**src/rtl/flgb_pkg.sv**
```systemverilog
// ----------------------------------------------------------------------------
// flgb_pkg
// Shared constants, register indexes, controller states and the command and
// status groups that pass between the controller and the datapath.
// ----------------------------------------------------------------------------
`default_nettype none

package flgb_pkg;

   localparam int FLGB_COORD_WIDTH = 12;
   localparam int FLGB_FRAC_BITS   = 4;

   localparam int CSR_INDEX_W = 3;
   localparam int BYTE_W      = 8;
   localparam int COUNT_W     = 16;

   // tan(30 deg) in Q16: the eye line stays within 30 deg of horizontal
   localparam int TAN_W     = 16;
   localparam int Q16_SHIFT = 16;
   localparam logic [TAN_W-1:0] TAN30_Q16 = 16'd37837;

   localparam logic [COUNT_W-1:0] COUNT_MAX  = 16'hFFFF;
   localparam logic [BYTE_W-1:0]  ETW_RESET  = 8'd16;
   localparam logic [BYTE_W-1:0]  THR_RESET  = 8'd5;

   typedef enum logic [CSR_INDEX_W-1:0] {
      CSR_REF_LEFT_EYE_X  = 3'd0,
      CSR_REF_LEFT_EYE_Y  = 3'd1,
      CSR_REF_RIGHT_EYE_X = 3'd2,
      CSR_REF_RIGHT_EYE_Y = 3'd3,
      CSR_REF_NOSE_X      = 3'd4,
      CSR_REF_NOSE_Y      = 3'd5,
      CSR_EYE_TMPL_WIDTH  = 3'd6,
      CSR_BLINK_THRESHOLD = 3'd7
   } csr_index_type;

   typedef enum logic [2:0] {
      ST_IDLE,
      ST_PREP,
      ST_SQ_X,
      ST_SQ_Y,
      ST_ROOT,
      ST_WAIT,
      ST_FIN
   } state_type;

   // vector being measured: right gaze, left gaze, tracked eyes, reference eyes
   typedef enum logic [1:0] {
      VEC_GAZE_RIGHT = 2'd0,
      VEC_GAZE_LEFT  = 2'd1,
      VEC_EYES_TRK   = 2'd2,
      VEC_EYES_REF   = 2'd3
   } vec_type;

   typedef struct packed {
      logic    load;
      logic    prep;
      logic    sq_x;
      logic    sq_y;
      logic    root_start;
      logic    root_store;
      logic    commit;
      vec_type vec;
   } cmd_type;

   typedef struct packed {
      logic root_done;
      logic out_free;
   } sts_type;

endpackage

`default_nettype wire

```
**src/rtl/flgb_if.sv**
```systemverilog
// ----------------------------------------------------------------------------
// flgb channel interfaces
// Request, response and register write channels, valid/ready handshake.
// ----------------------------------------------------------------------------
`default_nettype none

interface flgb_req_if #(
   parameter int COORD_WIDTH = 12
);
   logic                   valid;
   logic                   ready;
   logic [COORD_WIDTH-1:0] left_eye_x;
   logic [COORD_WIDTH-1:0] left_eye_y;
   logic [COORD_WIDTH-1:0] right_eye_x;
   logic [COORD_WIDTH-1:0] right_eye_y;
   logic [COORD_WIDTH-1:0] nose_x;
   logic [COORD_WIDTH-1:0] nose_y;
   logic [COORD_WIDTH-1:0] mouth_x;
   logic [COORD_WIDTH-1:0] mouth_y;

   modport source (
      output valid, left_eye_x, left_eye_y, right_eye_x, right_eye_y,
             nose_x, nose_y, mouth_x, mouth_y,
      input  ready
   );
   modport sink (
      input  valid, left_eye_x, left_eye_y, right_eye_x, right_eye_y,
             nose_x, nose_y, mouth_x, mouth_y,
      output ready
   );
endinterface

interface flgb_rsp_if #(
   parameter int COORD_WIDTH = 12
);
   logic                          valid;
   logic                          ready;
   logic signed [COORD_WIDTH+1:0] gaze_right_x;
   logic signed [COORD_WIDTH+1:0] gaze_right_y;
   logic signed [COORD_WIDTH+1:0] gaze_left_x;
   logic signed [COORD_WIDTH+1:0] gaze_left_y;
   logic [COORD_WIDTH+1:0]        right_magnitude;
   logic [COORD_WIDTH+1:0]        left_magnitude;
   logic [15:0]                   right_blinks;
   logic [15:0]                   left_blinks;
   logic                          eyes_ok;
   logic                          nose_ok;
   logic                          mouth_ok;

   modport source (
      output valid, gaze_right_x, gaze_right_y, gaze_left_x, gaze_left_y,
             right_magnitude, left_magnitude, right_blinks, left_blinks,
             eyes_ok, nose_ok, mouth_ok,
      input  ready
   );
   modport sink (
      input  valid, gaze_right_x, gaze_right_y, gaze_left_x, gaze_left_y,
             right_magnitude, left_magnitude, right_blinks, left_blinks,
             eyes_ok, nose_ok, mouth_ok,
      output ready
   );
endinterface

interface flgb_csr_if #(
   parameter int INDEX_W = 3,
   parameter int DATA_W  = 12
);
   logic               valid;
   logic               ready;
   logic [INDEX_W-1:0] index;
   logic [DATA_W-1:0]  data;

   modport source (output valid, index, data, input ready);
   modport sink   (input valid, index, data, output ready);
endinterface

`default_nettype wire

```
**src/rtl/flgb_sqrt.sv**
```systemverilog
// ----------------------------------------------------------------------------
// flgb_sqrt
// Iterative floor square root, one result bit per cycle.
// ----------------------------------------------------------------------------
`default_nettype none

module flgb_sqrt #(
   parameter int RAD_W = 34
) (
   input  wire logic               clock,
   input  wire logic               reset,
   input  wire logic               start,
   input  wire logic [RAD_W-1:0]   radicand,
   output logic                    done,
   output logic [RAD_W/2-1:0]      root
);

   localparam int RT_W  = RAD_W / 2;
   localparam int CNT_W = $clog2(RT_W + 1);

   logic [RAD_W-1:0] rad_ff,  rad_in;
   logic [RT_W+1:0]  rem_ff,  rem_in;
   logic [RT_W-1:0]  root_ff, root_in;
   logic [CNT_W-1:0] cnt_ff,  cnt_in;
   logic             busy_ff, busy_in;
   logic             done_ff, done_in;

   logic [RT_W+1:0]  rem_sh;
   logic [RT_W+1:0]  trial;
   logic             fits;

   always_comb begin
      rem_sh  = {rem_ff[RT_W-1:0], rad_ff[RAD_W-1 -: 2]};
      trial   = {root_ff, 2'b01};
      fits    = (rem_sh >= trial);
      rad_in  = rad_ff;
      rem_in  = rem_ff;
      root_in = root_ff;
      cnt_in  = cnt_ff;
      busy_in = busy_ff;
      done_in = busy_ff && (cnt_ff == CNT_W'(1)) && !start;
      if (start) begin
         rad_in  = radicand;
         rem_in  = '0;
         root_in = '0;
         cnt_in  = CNT_W'(RT_W);
         busy_in = 1'b1;
      end else if (busy_ff) begin
         rad_in  = rad_ff << 2;
         rem_in  = fits ? (rem_sh - trial) : rem_sh;
         root_in = {root_ff[RT_W-2:0], fits};
         cnt_in  = cnt_ff - CNT_W'(1);
         busy_in = (cnt_ff != CNT_W'(1));
      end
   end

   always_ff @(posedge clock) begin
      if (reset) begin
         busy_ff <= 1'b0;
         done_ff <= 1'b0;
         cnt_ff  <= '0;
      end else begin
         busy_ff <= busy_in;
         done_ff <= done_in;
         cnt_ff  <= cnt_in;
      end
   end

   always_ff @(posedge clock) begin
      rad_ff  <= rad_in;
      rem_ff  <= rem_in;
      root_ff <= root_in;
   end

   assign done = done_ff;
   assign root = root_ff;

endmodule

`default_nettype wire

```
**src/rtl/flgb_dp.sv**
```systemverilog
// ----------------------------------------------------------------------------
// flgb_dp
// Datapath: registers, gaze vectors, shared squarer, root unit, blink
// counters, plausibility flags and the result register.
// ----------------------------------------------------------------------------
`default_nettype none

module flgb_dp
   import flgb_pkg::*;
#(
   parameter int COORD_WIDTH = FLGB_COORD_WIDTH,
   parameter int FRAC_BITS   = FLGB_FRAC_BITS
) (
   input  wire logic                          clock,
   input  wire logic                          reset,
   input  wire cmd_type                       cmd,
   output sts_type                            sts,
   input  wire logic                          csr_valid,
   input  wire logic [CSR_INDEX_W-1:0]        csr_index,
   input  wire logic [COORD_WIDTH-1:0]        csr_data,
   input  wire logic [COORD_WIDTH-1:0]        left_eye_x,
   input  wire logic [COORD_WIDTH-1:0]        left_eye_y,
   input  wire logic [COORD_WIDTH-1:0]        right_eye_x,
   input  wire logic [COORD_WIDTH-1:0]        right_eye_y,
   input  wire logic [COORD_WIDTH-1:0]        nose_x,
   input  wire logic [COORD_WIDTH-1:0]        nose_y,
   input  wire logic [COORD_WIDTH-1:0]        mouth_x,
   input  wire logic [COORD_WIDTH-1:0]        mouth_y,
   output logic                               rsp_valid,
   input  wire logic                          rsp_ready,
   output logic signed [COORD_WIDTH+1:0]      gaze_right_x,
   output logic signed [COORD_WIDTH+1:0]      gaze_right_y,
   output logic signed [COORD_WIDTH+1:0]      gaze_left_x,
   output logic signed [COORD_WIDTH+1:0]      gaze_left_y,
   output logic [COORD_WIDTH+1:0]             right_magnitude,
   output logic [COORD_WIDTH+1:0]             left_magnitude,
   output logic [COUNT_W-1:0]                 right_blinks,
   output logic [COUNT_W-1:0]                 left_blinks,
   output logic                               eyes_ok,
   output logic                               nose_ok,
   output logic                               mouth_ok
);

   localparam int CW    = COORD_WIDTH;
   localparam int GW    = CW + 2;
   localparam int MW    = CW + 1;
   localparam int PW    = 2 * MW;
   localparam int SW    = PW + 1;
   localparam int FX    = (FRAC_BITS > 0) ? FRAC_BITS : 1;
   localparam int RAD_W = 2 * CW + 2 + 2 * FX;
   localparam int RT_W  = RAD_W / 2;
   localparam int DW    = CW + 1 + FRAC_BITS;
   localparam int CMPW  = DW + 1;
   localparam int AW    = CW + TAN_W;

   // registers
   logic [CW-1:0]     ref_lx_ff, ref_ly_ff, ref_rx_ff, ref_ry_ff, ref_nx_ff, ref_ny_ff;
   logic [BYTE_W-1:0] etw_ff, thr_ff;

   // latched item
   logic [CW-1:0] lx_ff, ly_ff, rx_ff, ry_ff, nx_ff, ny_ff, mx_ff, my_ff;

   // vectors
   logic signed [GW-1:0] grx_ff, gry_ff, glx_ff, gly_ff;
   logic signed [CW:0]   tdx_ff, tdy_ff, rdx_ff, rdy_ff;
   logic signed [GW-1:0] grx_in, gry_in, glx_in, gly_in;
   logic signed [CW:0]   tdx_in, tdy_in, rdx_in, rdy_in;
   logic signed [CW:0]   ndx, ndy, olx, oly, orx, ory;

   // squarer and root
   logic signed [GW-1:0] opx, opy, op, op_neg;
   logic [MW-1:0]        op_mag;
   logic [PW-1:0]        prod_ff, px_ff, prod_in;
   logic [SW-1:0]        rad_sum;
   logic [RAD_W-1:0]     radicand;
   logic                 root_done;
   logic [RT_W-1:0]      root;

   logic [GW-1:0] rmag_ff, lmag_ff;
   logic [DW-1:0] dt_ff, dr_ff;

   // angle
   logic [CW-1:0] tdx_pos, abs_dy;
   logic [CW:0]   tdy_neg;
   logic [AW-1:0] ang_prod_ff, ang_lhs;
   logic          ang_ok, dist_ok;
   logic [CMPW-1:0] dt_e, dr_e, w_e;

   // blink state doubles as the magnitude and count fields of the result
   logic [GW-1:0]      prev_r_ff, prev_l_ff, diff_r, diff_l;
   logic [COUNT_W-1:0] cnt_r_ff, cnt_l_ff, cnt_r_in, cnt_l_in;
   logic               blink_r, blink_l;

   logic signed [GW-1:0] out_grx_ff, out_gry_ff, out_glx_ff, out_gly_ff;
   logic                 out_eyes_ff, out_nose_ff, out_mouth_ff;
   logic                 rsp_valid_ff;
   logic                 nose_in, mouth_in;

   // ---- register writes
   always_ff @(posedge clock) begin
      if (reset) begin
         ref_lx_ff <= '0;
         ref_ly_ff <= '0;
         ref_rx_ff <= '0;
         ref_ry_ff <= '0;
         ref_nx_ff <= '0;
         ref_ny_ff <= '0;
         etw_ff    <= ETW_RESET;
         thr_ff    <= THR_RESET;
      end else if (csr_valid) begin
         case (csr_index_type'(csr_index))
            CSR_REF_LEFT_EYE_X:  ref_lx_ff <= csr_data;
            CSR_REF_LEFT_EYE_Y:  ref_ly_ff <= csr_data;
            CSR_REF_RIGHT_EYE_X: ref_rx_ff <= csr_data;
            CSR_REF_RIGHT_EYE_Y: ref_ry_ff <= csr_data;
            CSR_REF_NOSE_X:      ref_nx_ff <= csr_data;
            CSR_REF_NOSE_Y:      ref_ny_ff <= csr_data;
            CSR_EYE_TMPL_WIDTH:  etw_ff    <= csr_data[BYTE_W-1:0];
            CSR_BLINK_THRESHOLD: thr_ff    <= csr_data[BYTE_W-1:0];
            default: ;
         endcase
      end
   end

   // ---- item latch
   always_ff @(posedge clock) begin
      if (cmd.load) begin
         lx_ff <= left_eye_x;
         ly_ff <= left_eye_y;
         rx_ff <= right_eye_x;
         ry_ff <= right_eye_y;
         nx_ff <= nose_x;
         ny_ff <= nose_y;
         mx_ff <= mouth_x;
         my_ff <= mouth_y;
      end
   end

   // ---- gaze and eye-line vectors
   always_comb begin
      ndx = $signed({1'b0, nx_ff}) - $signed({1'b0, ref_nx_ff});
      ndy = $signed({1'b0, ny_ff}) - $signed({1'b0, ref_ny_ff});
      orx = $signed({1'b0, rx_ff}) - $signed({1'b0, ref_rx_ff});
      ory = $signed({1'b0, ry_ff}) - $signed({1'b0, ref_ry_ff});
      olx = $signed({1'b0, lx_ff}) - $signed({1'b0, ref_lx_ff});
      oly = $signed({1'b0, ly_ff}) - $signed({1'b0, ref_ly_ff});
      // y is flipped so that up counts positive
      grx_in = $signed({orx[CW], orx}) - $signed({ndx[CW], ndx});
      gry_in = $signed({ndy[CW], ndy}) - $signed({ory[CW], ory});
      glx_in = $signed({olx[CW], olx}) - $signed({ndx[CW], ndx});
      gly_in = $signed({ndy[CW], ndy}) - $signed({oly[CW], oly});
      tdx_in = $signed({1'b0, rx_ff}) - $signed({1'b0, lx_ff});
      tdy_in = $signed({1'b0, ry_ff}) - $signed({1'b0, ly_ff});
      rdx_in = $signed({1'b0, ref_rx_ff}) - $signed({1'b0, ref_lx_ff});
      rdy_in = $signed({1'b0, ref_ry_ff}) - $signed({1'b0, ref_ly_ff});
   end

   always_ff @(posedge clock) begin
      if (cmd.prep) begin
         grx_ff <= grx_in;
         gry_ff <= gry_in;
         glx_ff <= glx_in;
         gly_ff <= gly_in;
         tdx_ff <= tdx_in;
         tdy_ff <= tdy_in;
         rdx_ff <= rdx_in;
         rdy_ff <= rdy_in;
      end
   end

   // ---- shared squarer
   always_comb begin
      case (cmd.vec)
         VEC_GAZE_RIGHT: begin
            opx = grx_ff;
            opy = gry_ff;
         end
         VEC_GAZE_LEFT: begin
            opx = glx_ff;
            opy = gly_ff;
         end
         VEC_EYES_TRK: begin
            opx = $signed({tdx_ff[CW], tdx_ff});
            opy = $signed({tdy_ff[CW], tdy_ff});
         end
         default: begin
            opx = $signed({rdx_ff[CW], rdx_ff});
            opy = $signed({rdy_ff[CW], rdy_ff});
         end
      endcase
      op      = cmd.sq_y ? opy : opx;
      op_neg  = -op;
      op_mag  = op[GW-1] ? op_neg[MW-1:0] : op[MW-1:0];
      prod_in = PW'(op_mag) * PW'(op_mag);
      rad_sum = SW'(px_ff) + SW'(prod_ff);
      // eye distances carry fraction bits: scale the radicand by 4^FRAC_BITS
      if (cmd.vec == VEC_EYES_TRK || cmd.vec == VEC_EYES_REF) begin
         radicand = RAD_W'(rad_sum) << (2 * FRAC_BITS);
      end else begin
         radicand = RAD_W'(rad_sum);
      end
   end

   always_ff @(posedge clock) begin
      if (cmd.sq_x || cmd.sq_y) begin
         prod_ff <= prod_in;
      end
      if (cmd.sq_y) begin
         px_ff <= prod_ff;
      end
   end

   flgb_sqrt #(
      .RAD_W (RAD_W)
   ) u_sqrt (
      .clock    (clock),
      .reset    (reset),
      .start    (cmd.root_start),
      .radicand (radicand),
      .done     (root_done),
      .root     (root)
   );

   always_ff @(posedge clock) begin
      if (cmd.root_store) begin
         case (cmd.vec)
            VEC_GAZE_RIGHT: rmag_ff <= root[GW-1:0];
            VEC_GAZE_LEFT:  lmag_ff <= root[GW-1:0];
            VEC_EYES_TRK:   dt_ff   <= root[DW-1:0];
            default:        dr_ff   <= root[DW-1:0];
         endcase
      end
   end

   // ---- eye angle: |dy| * 2^16 < dx * tan30_q16, never true for dx <= 0
   always_comb begin
      tdx_pos = tdx_ff[CW] ? '0 : tdx_ff[CW-1:0];
      tdy_neg = -tdy_ff;
      abs_dy  = tdy_ff[CW] ? tdy_neg[CW-1:0] : tdy_ff[CW-1:0];
      ang_lhs = AW'(abs_dy) << Q16_SHIFT;
      ang_ok  = (ang_lhs < ang_prod_ff);
   end

   always_ff @(posedge clock) begin
      ang_prod_ff <= AW'(tdx_pos) * AW'(TAN30_Q16);
   end

   // ---- eye distance within reference +/- template width
   always_comb begin
      dt_e    = CMPW'(dt_ff);
      dr_e    = CMPW'(dr_ff);
      w_e     = CMPW'(etw_ff) << FRAC_BITS;
      dist_ok = ((dt_e + w_e) > dr_e) && (dt_e < (dr_e + w_e));
      nose_in  = (nx_ff < rx_ff) && (nx_ff > lx_ff) && (ny_ff > ry_ff) && (ny_ff > ly_ff);
      mouth_in = (mx_ff < rx_ff) && (mx_ff > lx_ff) && (my_ff > ry_ff) && (my_ff > ly_ff);
   end

   // ---- blink counting
   always_comb begin
      diff_r   = (prev_r_ff > rmag_ff) ? (prev_r_ff - rmag_ff) : (rmag_ff - prev_r_ff);
      diff_l   = (prev_l_ff > lmag_ff) ? (prev_l_ff - lmag_ff) : (lmag_ff - prev_l_ff);
      blink_r  = (diff_r >= GW'(thr_ff));
      blink_l  = (diff_l >= GW'(thr_ff));
      cnt_r_in = (blink_r && cnt_r_ff != COUNT_MAX) ? cnt_r_ff + COUNT_W'(1) : cnt_r_ff;
      cnt_l_in = (blink_l && cnt_l_ff != COUNT_MAX) ? cnt_l_ff + COUNT_W'(1) : cnt_l_ff;
   end

   always_ff @(posedge clock) begin
      if (reset) begin
         prev_r_ff    <= '0;
         prev_l_ff    <= '0;
         cnt_r_ff     <= '0;
         cnt_l_ff     <= '0;
         rsp_valid_ff <= 1'b0;
      end else begin
         if (cmd.commit) begin
            prev_r_ff    <= rmag_ff;
            prev_l_ff    <= lmag_ff;
            cnt_r_ff     <= cnt_r_in;
            cnt_l_ff     <= cnt_l_in;
            rsp_valid_ff <= 1'b1;
         end else if (rsp_ready) begin
            rsp_valid_ff <= 1'b0;
         end
      end
   end

   always_ff @(posedge clock) begin
      if (cmd.commit) begin
         out_grx_ff   <= grx_ff;
         out_gry_ff   <= gry_ff;
         out_glx_ff   <= glx_ff;
         out_gly_ff   <= gly_ff;
         out_eyes_ff  <= ang_ok && dist_ok;
         out_nose_ff  <= nose_in;
         out_mouth_ff <= mouth_in;
      end
   end

   assign sts.root_done = root_done;
   assign sts.out_free  = !rsp_valid_ff || rsp_ready;

   assign rsp_valid       = rsp_valid_ff;
   assign gaze_right_x    = out_grx_ff;
   assign gaze_right_y    = out_gry_ff;
   assign gaze_left_x     = out_glx_ff;
   assign gaze_left_y     = out_gly_ff;
   assign right_magnitude = prev_r_ff;
   assign left_magnitude  = prev_l_ff;
   assign right_blinks    = cnt_r_ff;
   assign left_blinks     = cnt_l_ff;
   assign eyes_ok         = out_eyes_ff;
   assign nose_ok         = out_nose_ff;
   assign mouth_ok        = out_mouth_ff;

endmodule

`default_nettype wire

```
**src/rtl/flgb_ctrl.sv**
```systemverilog
// ----------------------------------------------------------------------------
// flgb_ctrl
// Sequencer: latch an item, square and root four vectors in turn, then
// commit the result to the output register.
// ----------------------------------------------------------------------------
`default_nettype none

module flgb_ctrl
   import flgb_pkg::*;
(
   input  wire logic    clock,
   input  wire logic    reset,
   input  wire logic    req_valid,
   output logic         req_ready,
   input  wire sts_type sts,
   output cmd_type      cmd
);

   state_type state_ff, state_in;
   vec_type   vec_ff,   vec_in;

   // next state
   always_comb begin
      state_in = state_ff;
      vec_in   = vec_ff;
      case (state_ff)
         ST_IDLE: begin
            if (req_valid) state_in = ST_PREP;
         end
         ST_PREP: begin
            state_in = ST_SQ_X;
            vec_in   = VEC_GAZE_RIGHT;
         end
         ST_SQ_X: state_in = ST_SQ_Y;
         ST_SQ_Y: state_in = ST_ROOT;
         ST_ROOT: state_in = ST_WAIT;
         ST_WAIT: begin
            if (sts.root_done) begin
               if (vec_ff == VEC_EYES_REF) begin
                  state_in = ST_FIN;
               end else begin
                  state_in = ST_SQ_X;
                  vec_in   = vec_type'(vec_ff + 2'd1);
               end
            end
         end
         ST_FIN: begin
            if (sts.out_free) state_in = ST_IDLE;
         end
         default: state_in = ST_IDLE;
      endcase
   end

   // outputs
   always_comb begin
      cmd       = '0;
      cmd.vec   = vec_ff;
      req_ready = 1'b0;
      case (state_ff)
         ST_IDLE: begin
            req_ready = 1'b1;
            cmd.load  = req_valid;
         end
         ST_PREP: cmd.prep       = 1'b1;
         ST_SQ_X: cmd.sq_x       = 1'b1;
         ST_SQ_Y: cmd.sq_y       = 1'b1;
         ST_ROOT: cmd.root_start = 1'b1;
         ST_WAIT: cmd.root_store = sts.root_done;
         ST_FIN:  cmd.commit     = sts.out_free;
         default: ;
      endcase
   end

   always_ff @(posedge clock) begin
      if (reset) begin
         state_ff <= ST_IDLE;
         vec_ff   <= VEC_GAZE_RIGHT;
      end else begin
         state_ff <= state_in;
         vec_ff   <= vec_in;
      end
   end

endmodule

`default_nettype wire

```
**src/rtl/face_landmark_gaze_blink_check.sv**
```systemverilog
// ----------------------------------------------------------------------------
// face_landmark_gaze_blink_check
// Sequencing: one item at a time, through the single shared bit-per-cycle
//   square root unit, which takes four roots per item, each of
//   COORD_WIDTH + 1 + max(FRAC_BITS,1) root bits. A held result does not stop
//   the next item being accepted; its commit waits for the held result.
// Reset: synchronous; clears blink counters, previous magnitudes and register
//   file to its reset values.
// ----------------------------------------------------------------------------
`default_nettype none

module face_landmark_gaze_blink_check
   import flgb_pkg::*;
#(
   parameter int COORD_WIDTH = FLGB_COORD_WIDTH,
   parameter int FRAC_BITS   = FLGB_FRAC_BITS
) (
   input  wire logic clock,
   input  wire logic reset,
   flgb_req_if.sink   req_ch,
   flgb_rsp_if.source rsp_ch,
   flgb_csr_if.sink   csr_ch
);

   cmd_type cmd;
   sts_type sts;

   assign csr_ch.ready = 1'b1;

   flgb_ctrl u_ctrl (
      .clock     (clock),
      .reset     (reset),
      .req_valid (req_ch.valid),
      .req_ready (req_ch.ready),
      .sts       (sts),
      .cmd       (cmd)
   );

   flgb_dp #(
      .COORD_WIDTH (COORD_WIDTH),
      .FRAC_BITS   (FRAC_BITS)
   ) u_dp (
      .clock           (clock),
      .reset           (reset),
      .cmd             (cmd),
      .sts             (sts),
      .csr_valid       (csr_ch.valid),
      .csr_index       (csr_ch.index),
      .csr_data        (csr_ch.data),
      .left_eye_x      (req_ch.left_eye_x),
      .left_eye_y      (req_ch.left_eye_y),
      .right_eye_x     (req_ch.right_eye_x),
      .right_eye_y     (req_ch.right_eye_y),
      .nose_x          (req_ch.nose_x),
      .nose_y          (req_ch.nose_y),
      .mouth_x         (req_ch.mouth_x),
      .mouth_y         (req_ch.mouth_y),
      .rsp_valid       (rsp_ch.valid),
      .rsp_ready       (rsp_ch.ready),
      .gaze_right_x    (rsp_ch.gaze_right_x),
      .gaze_right_y    (rsp_ch.gaze_right_y),
      .gaze_left_x     (rsp_ch.gaze_left_x),
      .gaze_left_y     (rsp_ch.gaze_left_y),
      .right_magnitude (rsp_ch.right_magnitude),
      .left_magnitude  (rsp_ch.left_magnitude),
      .right_blinks    (rsp_ch.right_blinks),
      .left_blinks     (rsp_ch.left_blinks),
      .eyes_ok         (rsp_ch.eyes_ok),
      .nose_ok         (rsp_ch.nose_ok),
      .mouth_ok        (rsp_ch.mouth_ok)
   );

endmodule

`default_nettype wire
```
**src/flat_wrapper.sv**
```systemverilog
// flat-port wrapper written by rule: the top's interface ports become plain ports
module face_landmark_gaze_blink_check_flat import flgb_pkg::*;
#(
   parameter int COORD_WIDTH = FLGB_COORD_WIDTH,
   parameter int FRAC_BITS   = FLGB_FRAC_BITS
)
  (clock, reset, req_ch_valid, req_ch_left_eye_x, req_ch_left_eye_y, req_ch_right_eye_x, req_ch_right_eye_y, req_ch_nose_x, req_ch_nose_y, req_ch_mouth_x, req_ch_mouth_y, req_ch_ready, rsp_ch_valid, rsp_ch_gaze_right_x, rsp_ch_gaze_right_y, rsp_ch_gaze_left_x, rsp_ch_gaze_left_y, rsp_ch_right_magnitude, rsp_ch_left_magnitude, rsp_ch_right_blinks, rsp_ch_left_blinks, rsp_ch_eyes_ok, rsp_ch_nose_ok, rsp_ch_mouth_ok, rsp_ch_ready, csr_ch_valid, csr_ch_index, csr_ch_data, csr_ch_ready);
  flgb_req_if #(.COORD_WIDTH(COORD_WIDTH)) req_ch_i ();
  flgb_rsp_if #(.COORD_WIDTH(COORD_WIDTH)) rsp_ch_i ();
  flgb_csr_if csr_ch_i ();
  input  wire logic clock;
  input  wire logic reset;
  input wire logic [$bits(req_ch_i.valid)-1:0] req_ch_valid;
  input wire logic [$bits(req_ch_i.left_eye_x)-1:0] req_ch_left_eye_x;
  input wire logic [$bits(req_ch_i.left_eye_y)-1:0] req_ch_left_eye_y;
  input wire logic [$bits(req_ch_i.right_eye_x)-1:0] req_ch_right_eye_x;
  input wire logic [$bits(req_ch_i.right_eye_y)-1:0] req_ch_right_eye_y;
  input wire logic [$bits(req_ch_i.nose_x)-1:0] req_ch_nose_x;
  input wire logic [$bits(req_ch_i.nose_y)-1:0] req_ch_nose_y;
  input wire logic [$bits(req_ch_i.mouth_x)-1:0] req_ch_mouth_x;
  input wire logic [$bits(req_ch_i.mouth_y)-1:0] req_ch_mouth_y;
  output wire logic [$bits(req_ch_i.ready)-1:0] req_ch_ready;
  output wire logic [$bits(rsp_ch_i.valid)-1:0] rsp_ch_valid;
  output wire logic [$bits(rsp_ch_i.gaze_right_x)-1:0] rsp_ch_gaze_right_x;
  output wire logic [$bits(rsp_ch_i.gaze_right_y)-1:0] rsp_ch_gaze_right_y;
  output wire logic [$bits(rsp_ch_i.gaze_left_x)-1:0] rsp_ch_gaze_left_x;
  output wire logic [$bits(rsp_ch_i.gaze_left_y)-1:0] rsp_ch_gaze_left_y;
  output wire logic [$bits(rsp_ch_i.right_magnitude)-1:0] rsp_ch_right_magnitude;
  output wire logic [$bits(rsp_ch_i.left_magnitude)-1:0] rsp_ch_left_magnitude;
  output wire logic [$bits(rsp_ch_i.right_blinks)-1:0] rsp_ch_right_blinks;
  output wire logic [$bits(rsp_ch_i.left_blinks)-1:0] rsp_ch_left_blinks;
  output wire logic [$bits(rsp_ch_i.eyes_ok)-1:0] rsp_ch_eyes_ok;
  output wire logic [$bits(rsp_ch_i.nose_ok)-1:0] rsp_ch_nose_ok;
  output wire logic [$bits(rsp_ch_i.mouth_ok)-1:0] rsp_ch_mouth_ok;
  input wire logic [$bits(rsp_ch_i.ready)-1:0] rsp_ch_ready;
  input wire logic [$bits(csr_ch_i.valid)-1:0] csr_ch_valid;
  input wire logic [$bits(csr_ch_i.index)-1:0] csr_ch_index;
  input wire logic [$bits(csr_ch_i.data)-1:0] csr_ch_data;
  output wire logic [$bits(csr_ch_i.ready)-1:0] csr_ch_ready;
  assign req_ch_i.valid = req_ch_valid;
  assign req_ch_i.left_eye_x = req_ch_left_eye_x;
  assign req_ch_i.left_eye_y = req_ch_left_eye_y;
  assign req_ch_i.right_eye_x = req_ch_right_eye_x;
  assign req_ch_i.right_eye_y = req_ch_right_eye_y;
  assign req_ch_i.nose_x = req_ch_nose_x;
  assign req_ch_i.nose_y = req_ch_nose_y;
  assign req_ch_i.mouth_x = req_ch_mouth_x;
  assign req_ch_i.mouth_y = req_ch_mouth_y;
  assign req_ch_ready = req_ch_i.ready;
  assign rsp_ch_valid = rsp_ch_i.valid;
  assign rsp_ch_gaze_right_x = rsp_ch_i.gaze_right_x;
  assign rsp_ch_gaze_right_y = rsp_ch_i.gaze_right_y;
  assign rsp_ch_gaze_left_x = rsp_ch_i.gaze_left_x;
  assign rsp_ch_gaze_left_y = rsp_ch_i.gaze_left_y;
  assign rsp_ch_right_magnitude = rsp_ch_i.right_magnitude;
  assign rsp_ch_left_magnitude = rsp_ch_i.left_magnitude;
  assign rsp_ch_right_blinks = rsp_ch_i.right_blinks;
  assign rsp_ch_left_blinks = rsp_ch_i.left_blinks;
  assign rsp_ch_eyes_ok = rsp_ch_i.eyes_ok;
  assign rsp_ch_nose_ok = rsp_ch_i.nose_ok;
  assign rsp_ch_mouth_ok = rsp_ch_i.mouth_ok;
  assign rsp_ch_i.ready = rsp_ch_ready;
  assign csr_ch_i.valid = csr_ch_valid;
  assign csr_ch_i.index = csr_ch_index;
  assign csr_ch_i.data = csr_ch_data;
  assign csr_ch_ready = csr_ch_i.ready;
  face_landmark_gaze_blink_check #(.COORD_WIDTH(COORD_WIDTH), .FRAC_BITS(FRAC_BITS)) u_core (.clock(clock), .reset(reset), .req_ch(req_ch_i), .rsp_ch(rsp_ch_i), .csr_ch(csr_ch_i));
endmodule
```
**config.mk**
```make
export PLATFORM = sky130hd
export DESIGN_NAME = face_landmark_gaze_blink_check_flat
export DESIGN_NICKNAME = d
export VERILOG_FILES = /design/src/rtl/flgb_pkg.sv /design/src/rtl/flgb_if.sv /design/src/rtl/flgb_sqrt.sv /design/src/rtl/flgb_dp.sv /design/src/rtl/flgb_ctrl.sv /design/src/rtl/face_landmark_gaze_blink_check.sv /design/src/flat_wrapper.sv
export SDC_FILE = /design/constraint.sdc
export NUM_CORES = 2
export LEC_CHECK = 0
export ABC_AREA = 1
export BUFFER_PORTS_ARGS = -buffer_cell sky130_fd_sc_hd__clkbuf_2
export CAP_MARGIN = 0
export CORE_UTILIZATION = 60
export DETAILED_ROUTE_END_ITERATION = 8
export GPL_ROUTABILITY_DRIVEN = 1
export HOLD_SLACK_MARGIN = 0.1
export PLACE_DENSITY = 0.75
export SLEW_MARGIN = 5
export SYNTH_ARGS = -nofsm -noshare
export SYNTH_HDL_FRONTEND = slang
export SYNTH_HIERARCHICAL = 1
export SYNTH_SLANG_ARGS = --single-unit
```
**constraint.sdc**
```tcl
create_clock -name clock -period 16.9 [get_ports clock]
set_input_delay 0.845 -clock clock [delete_from_list [all_inputs] [get_ports clock]]
set_output_delay 0.845 -clock clock [all_outputs]
set_load 0.03 [all_outputs]
```
==> run_summary.xml <==
<?xml version="1.0" encoding="UTF-8"?>
<metrics>
  <group name="floorplan">
    <metric name="die_width" unit="µm">284</metric>
    <metric name="placementRows" unit="">103</metric>
    <metric name="die_height" unit="µm">284</metric>
    <metric name="num_io_pins" unit="">238</metric>
    <metric name="start_util" unit="%">60.5</metric>
    <metric name="placeableCoreArea" unit="µm²">78900</metric>
    <metric name="design.die.area" unit="µm²">80600</metric>
  </group>
  <group name="timing">
    <metric name="fin_crit" unit="ns">8.28</metric>
    <metric name="max_freq" unit="MHz">121</metric>
    <metric name="final_max_slew_viol_count" unit="">0</metric>
    <metric name="hold_viol" unit="">0</metric>
    <metric name="final-setup-viol-count" unit="">0</metric>
    <metric name="timing.clock.skew" unit="ns">0.0227</metric>
    <metric name="hold_ws" unit="ns">0.398</metric>
    <metric name="final_tns_setup" unit="ns">0</metric>
    <metric name="slew_headroom" unit="%">27.4</metric>
    <metric name="timing_worst_slew_pin_value" unit="ns">1.09</metric>
    <metric name="post-route-period-util" unit="%">49.0</metric>
    <metric name="grt_setup_unrepaired" unit="">no</metric>
  </group>
  <group name="clocking">
    <metric name="clkSlewWorstSetupHoldPaths" unit="ns">0.06</metric>
    <metric name="cts-htree-levels" unit="">3</metric>
    <metric name="worst_skew_pair.late_latency" unit="ns">0.62</metric>
    <metric name="cts_num_sinks" unit="">632</metric>
    <metric name="cts_root_buf" unit="">sky130_fd_sc_hd__clkbuf_16</metric>
    <metric name="cts-root-to-sink-buffers" unit="">3</metric>
    <metric name="cts.repair_timing.setup_buffer_count" unit="">0</metric>
    <metric name="post_cts.resized_instances" unit="">0</metric>
    <metric name="holdBufCountCts" unit="">0</metric>
    <metric name="tritoncts.num_buffers" unit="">70</metric>
    <metric name="cts_tree" unit="">done</metric>
  </group>
  <group name="cells_and_area">
    <metric name="layout-drive-gt1-share" unit="%">8.43</metric>
    <metric name="nNetsFinal" unit="">6688</metric>
    <metric name="synthToLayoutAreaGrowth" unit="%">9.41</metric>
    <metric name="fillCellCount" unit="">6506</metric>
    <metric name="seq_area" unit="µm²">16700</metric>
    <metric name="area_taken_by_multi_input_logic_gates" unit="µm²">27000</metric>
  </group>
  <group name="detailed_routing">
    <metric name="drt-pass1-iter-count" unit="">6</metric>
    <metric name="finalWirelength" unit="µm">122000</metric>
    <metric name="initialDrtViolationCount" unit="">3050</metric>
    <metric name="drc_errors" unit="">0</metric>
    <metric name="route.antenna.remaining_nets" unit="">0</metric>
    <metric name="route.detailed.vias_per_inst" unit="">5.55</metric>
    <metric name="vias" unit="">38300</metric>
    <metric name="wire_per_inst" unit="µm">17.7</metric>
  </group>
  <group name="placement">
    <metric name="gp_routability_congestion" unit="">0.966</metric>
    <metric name="dp_hpwl" unit="µm">97800</metric>
    <metric name="place.port_buffers" unit="">236</metric>
  </group>
  <group name="synth">
    <metric name="synth_area" unit="µm²">47700</metric>
    <metric name="synthesis.yosys.warnings" unit="">6</metric>
    <metric name="synth-edff-count" unit="">409</metric>
    <metric name="synth.distinct_cells" unit="">69</metric>
    <metric name="synth_async_sr_flop_share" unit="%">0</metric>
    <metric name="ys_dominant_reg_cell" unit="">sky130_fd_sc_hd__edfxtp_1</metric>
    <metric name="synth.net_count" unit="">6454</metric>
    <metric name="syn_area_per_cell" unit="µm²">8.58</metric>
    <metric name="synth_seq_area_share" unit="%">35.1</metric>
    <metric name="synth_seq_cells" unit="">632</metric>
    <metric name="post_synth_inst_count" unit="">5562</metric>
  </group>
  <group name="grt">
    <metric name="grt.overflow.total" unit="">0</metric>
    <metric name="grt_max_degree" unit="">94</metric>
    <metric name="first_global_vias" unit="">37400</metric>
    <metric name="grt_pass1_wl" unit="µm">193000</metric>
    <metric name="globalRouteTotalUtil" unit="%">30.2</metric>
    <metric name="antenna_found_initial" unit="">3</metric>
  </group>
  <group name="worst_setup_path">
    <metric name="startpoint" unit="">u_core/u_ctrl/vec_ff[0]</metric>
    <metric name="setup.worst_path.class" unit="">register to register</metric>
    <metric name="timing.critical_path.required" unit="ns">17.25</metric>
    <metric name="endpoint_kind" unit="">register</metric>
    <metric name="critical_path_buf_inv_count" unit="">7</metric>
    <metric name="critical_path.max_fanout" unit="">42</metric>
    <metric name="regToRegStartpoint" unit="">u_core/u_ctrl/vec_ff[0]</metric>
    <metric name="worst-endpoint-arrival" unit="ns">8.63</metric>
    <metric name="critPathTopFamily" unit="">adder cells</metric>
    <metric name="critPathSlowestCell" unit="">sky130_fd_sc_hd__nor2_2</metric>
    <metric name="delay_of_the_slowest_cell_on_the_worst_path" unit="ns">0.93</metric>
    <metric name="start_kind" unit="">register</metric>
  </group>
  <group name="hold_path">
    <metric name="min-delay-path-class" unit="">primary input to register</metric>
    <metric name="timing.hold.worst.start" unit="">req_ch_right_eye_x[1]</metric>
  </group>
  <group name="status">
    <metric name="status" unit="">completed</metric>
  </group>
  <group name="run">
    <metric name="drv.max_cap_violation_count" unit="">0</metric>
  </group>
</metrics>
==> path summary, 6_finish.rpt <==
path / depth (start not counted) / slack (ns) / end
hold / removal: 1 / 0.40 / u_core/u_dp/rx_ff[1]
setup reg to reg: 32 / 8.62 / u_core/u_dp/prod_ff[22]
hold reg to reg: 0 / 0.46 / u_core/u_dp/px_ff[6]
setup / recovery: 32 / 8.62 / u_core/u_dp/prod_ff[22]
==> worst reg2reg max path, delay by kind of cell (launching register included) <==
| kind | cells | cell delay (ns) |
|---|---|---|
| adders and majority gates | 7 | 3.18 |
| and+or+nand+nor | 13 | 2.44 |
| AOI/OAI and AO/OA | 4 | 1.07 |
| buffers and inverters | 7 | 0.74 |
| DFF | 1 | 0.56 |
| xor gates and xnor gates | 1 | 0.06 |
==> final cells by class <==
class                   count  area share (%)
repair buffers            255            2.54
well taps                1050            2.52
multi-input cells        3914            51.7
diodes                      1         0.00479
inverters                 923            6.66
clock inverters            43           0.834
clock buffers              83            3.63
flip-flops and latches    632            32.1
==> cell usage in the layout (no fill, tap or decap), types with 25 or more instances in the layout <==
master	synthesis	final
sky130_fd_sc_hd__ha_1	604	604
sky130_fd_sc_hd__dfxtp_1	223	221
sky130_fd_sc_hd__nor2_1	411	409
sky130_fd_sc_hd__o21ai_0	299	299
sky130_fd_sc_hd__a21o_1	25	25
sky130_fd_sc_hd__xor2_1	176	176
sky130_fd_sc_hd__nand2_1	994	994
sky130_fd_sc_hd__clkbuf_2	1	236
sky130_fd_sc_hd__nand3_1	250	250
sky130_fd_sc_hd__nor3_1	38	33
sky130_fd_sc_hd__fa_1	172	172
sky130_fd_sc_hd__edfxtp_1	409	409
sky130_fd_sc_hd__o21bai_1	27	27
sky130_fd_sc_hd__xnor2_1	110	110
sky130_fd_sc_hd__inv_2	24	25
sky130_fd_sc_hd__clkbuf_16	0	72
sky130_fd_sc_hd__inv_1	895	893
sky130_fd_sc_hd__nand4_1	61	61
sky130_fd_sc_hd__a21oi_1	483	483
==> stage by stage <==
step | cell area [µm²] | setup slack (ns) | util [%] | cells
6_report | 52200 | 8.62 | 66.2 | 6901
5_1_grt | 52200 | 8.07 | 66.2 | 6900
4_1_cts | 52200 | 8.72 | 66.2 | 6900
3_5_place_dp | 49900 | 8.74 | 63.2 | 6774
3_3_place_gp | 49900 | 8.88 | 63.2 | 6774
2_1_floorplan | 47700 | 9.57 | - | 5562
==> synthesized netlist by cell type, types with 18 or more instances <==
master                     count  share of area (%)
sky130_fd_sc_hd__nand2_1     994                7.8
sky130_fd_sc_hd__nand2_2      19               0.25
sky130_fd_sc_hd__nand4_1      61               0.80
sky130_fd_sc_hd__a21o_1       25               0.39
sky130_fd_sc_hd__dfxtp_1     223                9.4
sky130_fd_sc_hd__xor2_1      176                3.2
sky130_fd_sc_hd__nor3_1       38               0.40
sky130_fd_sc_hd__o21bai_1     27               0.42
sky130_fd_sc_hd__ha_1        604                 16
sky130_fd_sc_hd__inv_2        24               0.19
sky130_fd_sc_hd__o21ai_0     299                3.1
sky130_fd_sc_hd__nand3_1     250                2.6
sky130_fd_sc_hd__fa_1        172                7.2
sky130_fd_sc_hd__edfxtp_1    409                 26
sky130_fd_sc_hd__nor2_1      411                3.2
sky130_fd_sc_hd__o22ai_1      18               0.24
sky130_fd_sc_hd__inv_1       895                7.0
sky130_fd_sc_hd__clkbuf_1     56               0.44
sky130_fd_sc_hd__a21oi_1     483                5.1
sky130_fd_sc_hd__xnor2_1     110                2.0
sky130_fd_sc_hd__o211ai_1     22               0.35
==> registers in the layout (all words and copies together) (netlist names), 16 cells and up <==
name and cells:
u_core/u_dp/right_blinks 16, u_core/u_dp/prod_ff 25, u_core/u_dp/dr_ff 17, u_core/u_dp/u_sqrt/root 17
u_core/u_dp/ang_prod_ff 28, u_core/u_dp/u_sqrt/rad_ff 34, u_core/u_dp/u_sqrt/rem_ff 17, u_core/u_dp/px_ff 25
u_core/u_dp/dt_ff 17, u_core/u_dp/left_blinks 16
==> metal layers <==
layer  vias up  routed length [µm]  track usage, %
met4         0                4950            12.1
li1      18900                   -               -
met1     17800               53200            40.4
met2      1371               56300            50.4
met5         -                   0               0
met3       235                7950            3.26
==> logic make-up (layout without fill, tap and decap cells) <==
| kind of cell | after synthesis | count (layout) | synth area share, % |
|---|---|---|---|
| fa+ha+maj | 776 | 776 | 23.1 |
| simple gates | 1884 | 1884 | 17.0 |
| other cells | 1 | 2 | 0.00786 |
| buf+inv | 1016 | 1304 | 8.39 |
| compound gates | 959 | 959 | 11.0 |
| flops | 632 | 632 | 35.1 |
| mux | 5 | 5 | 0.105 |
| xor+xnor | 289 | 289 | 5.35 |
Power is not shown: default switching activity piles up to over one toggle a cycle in this logic, so the estimate is an artifact.
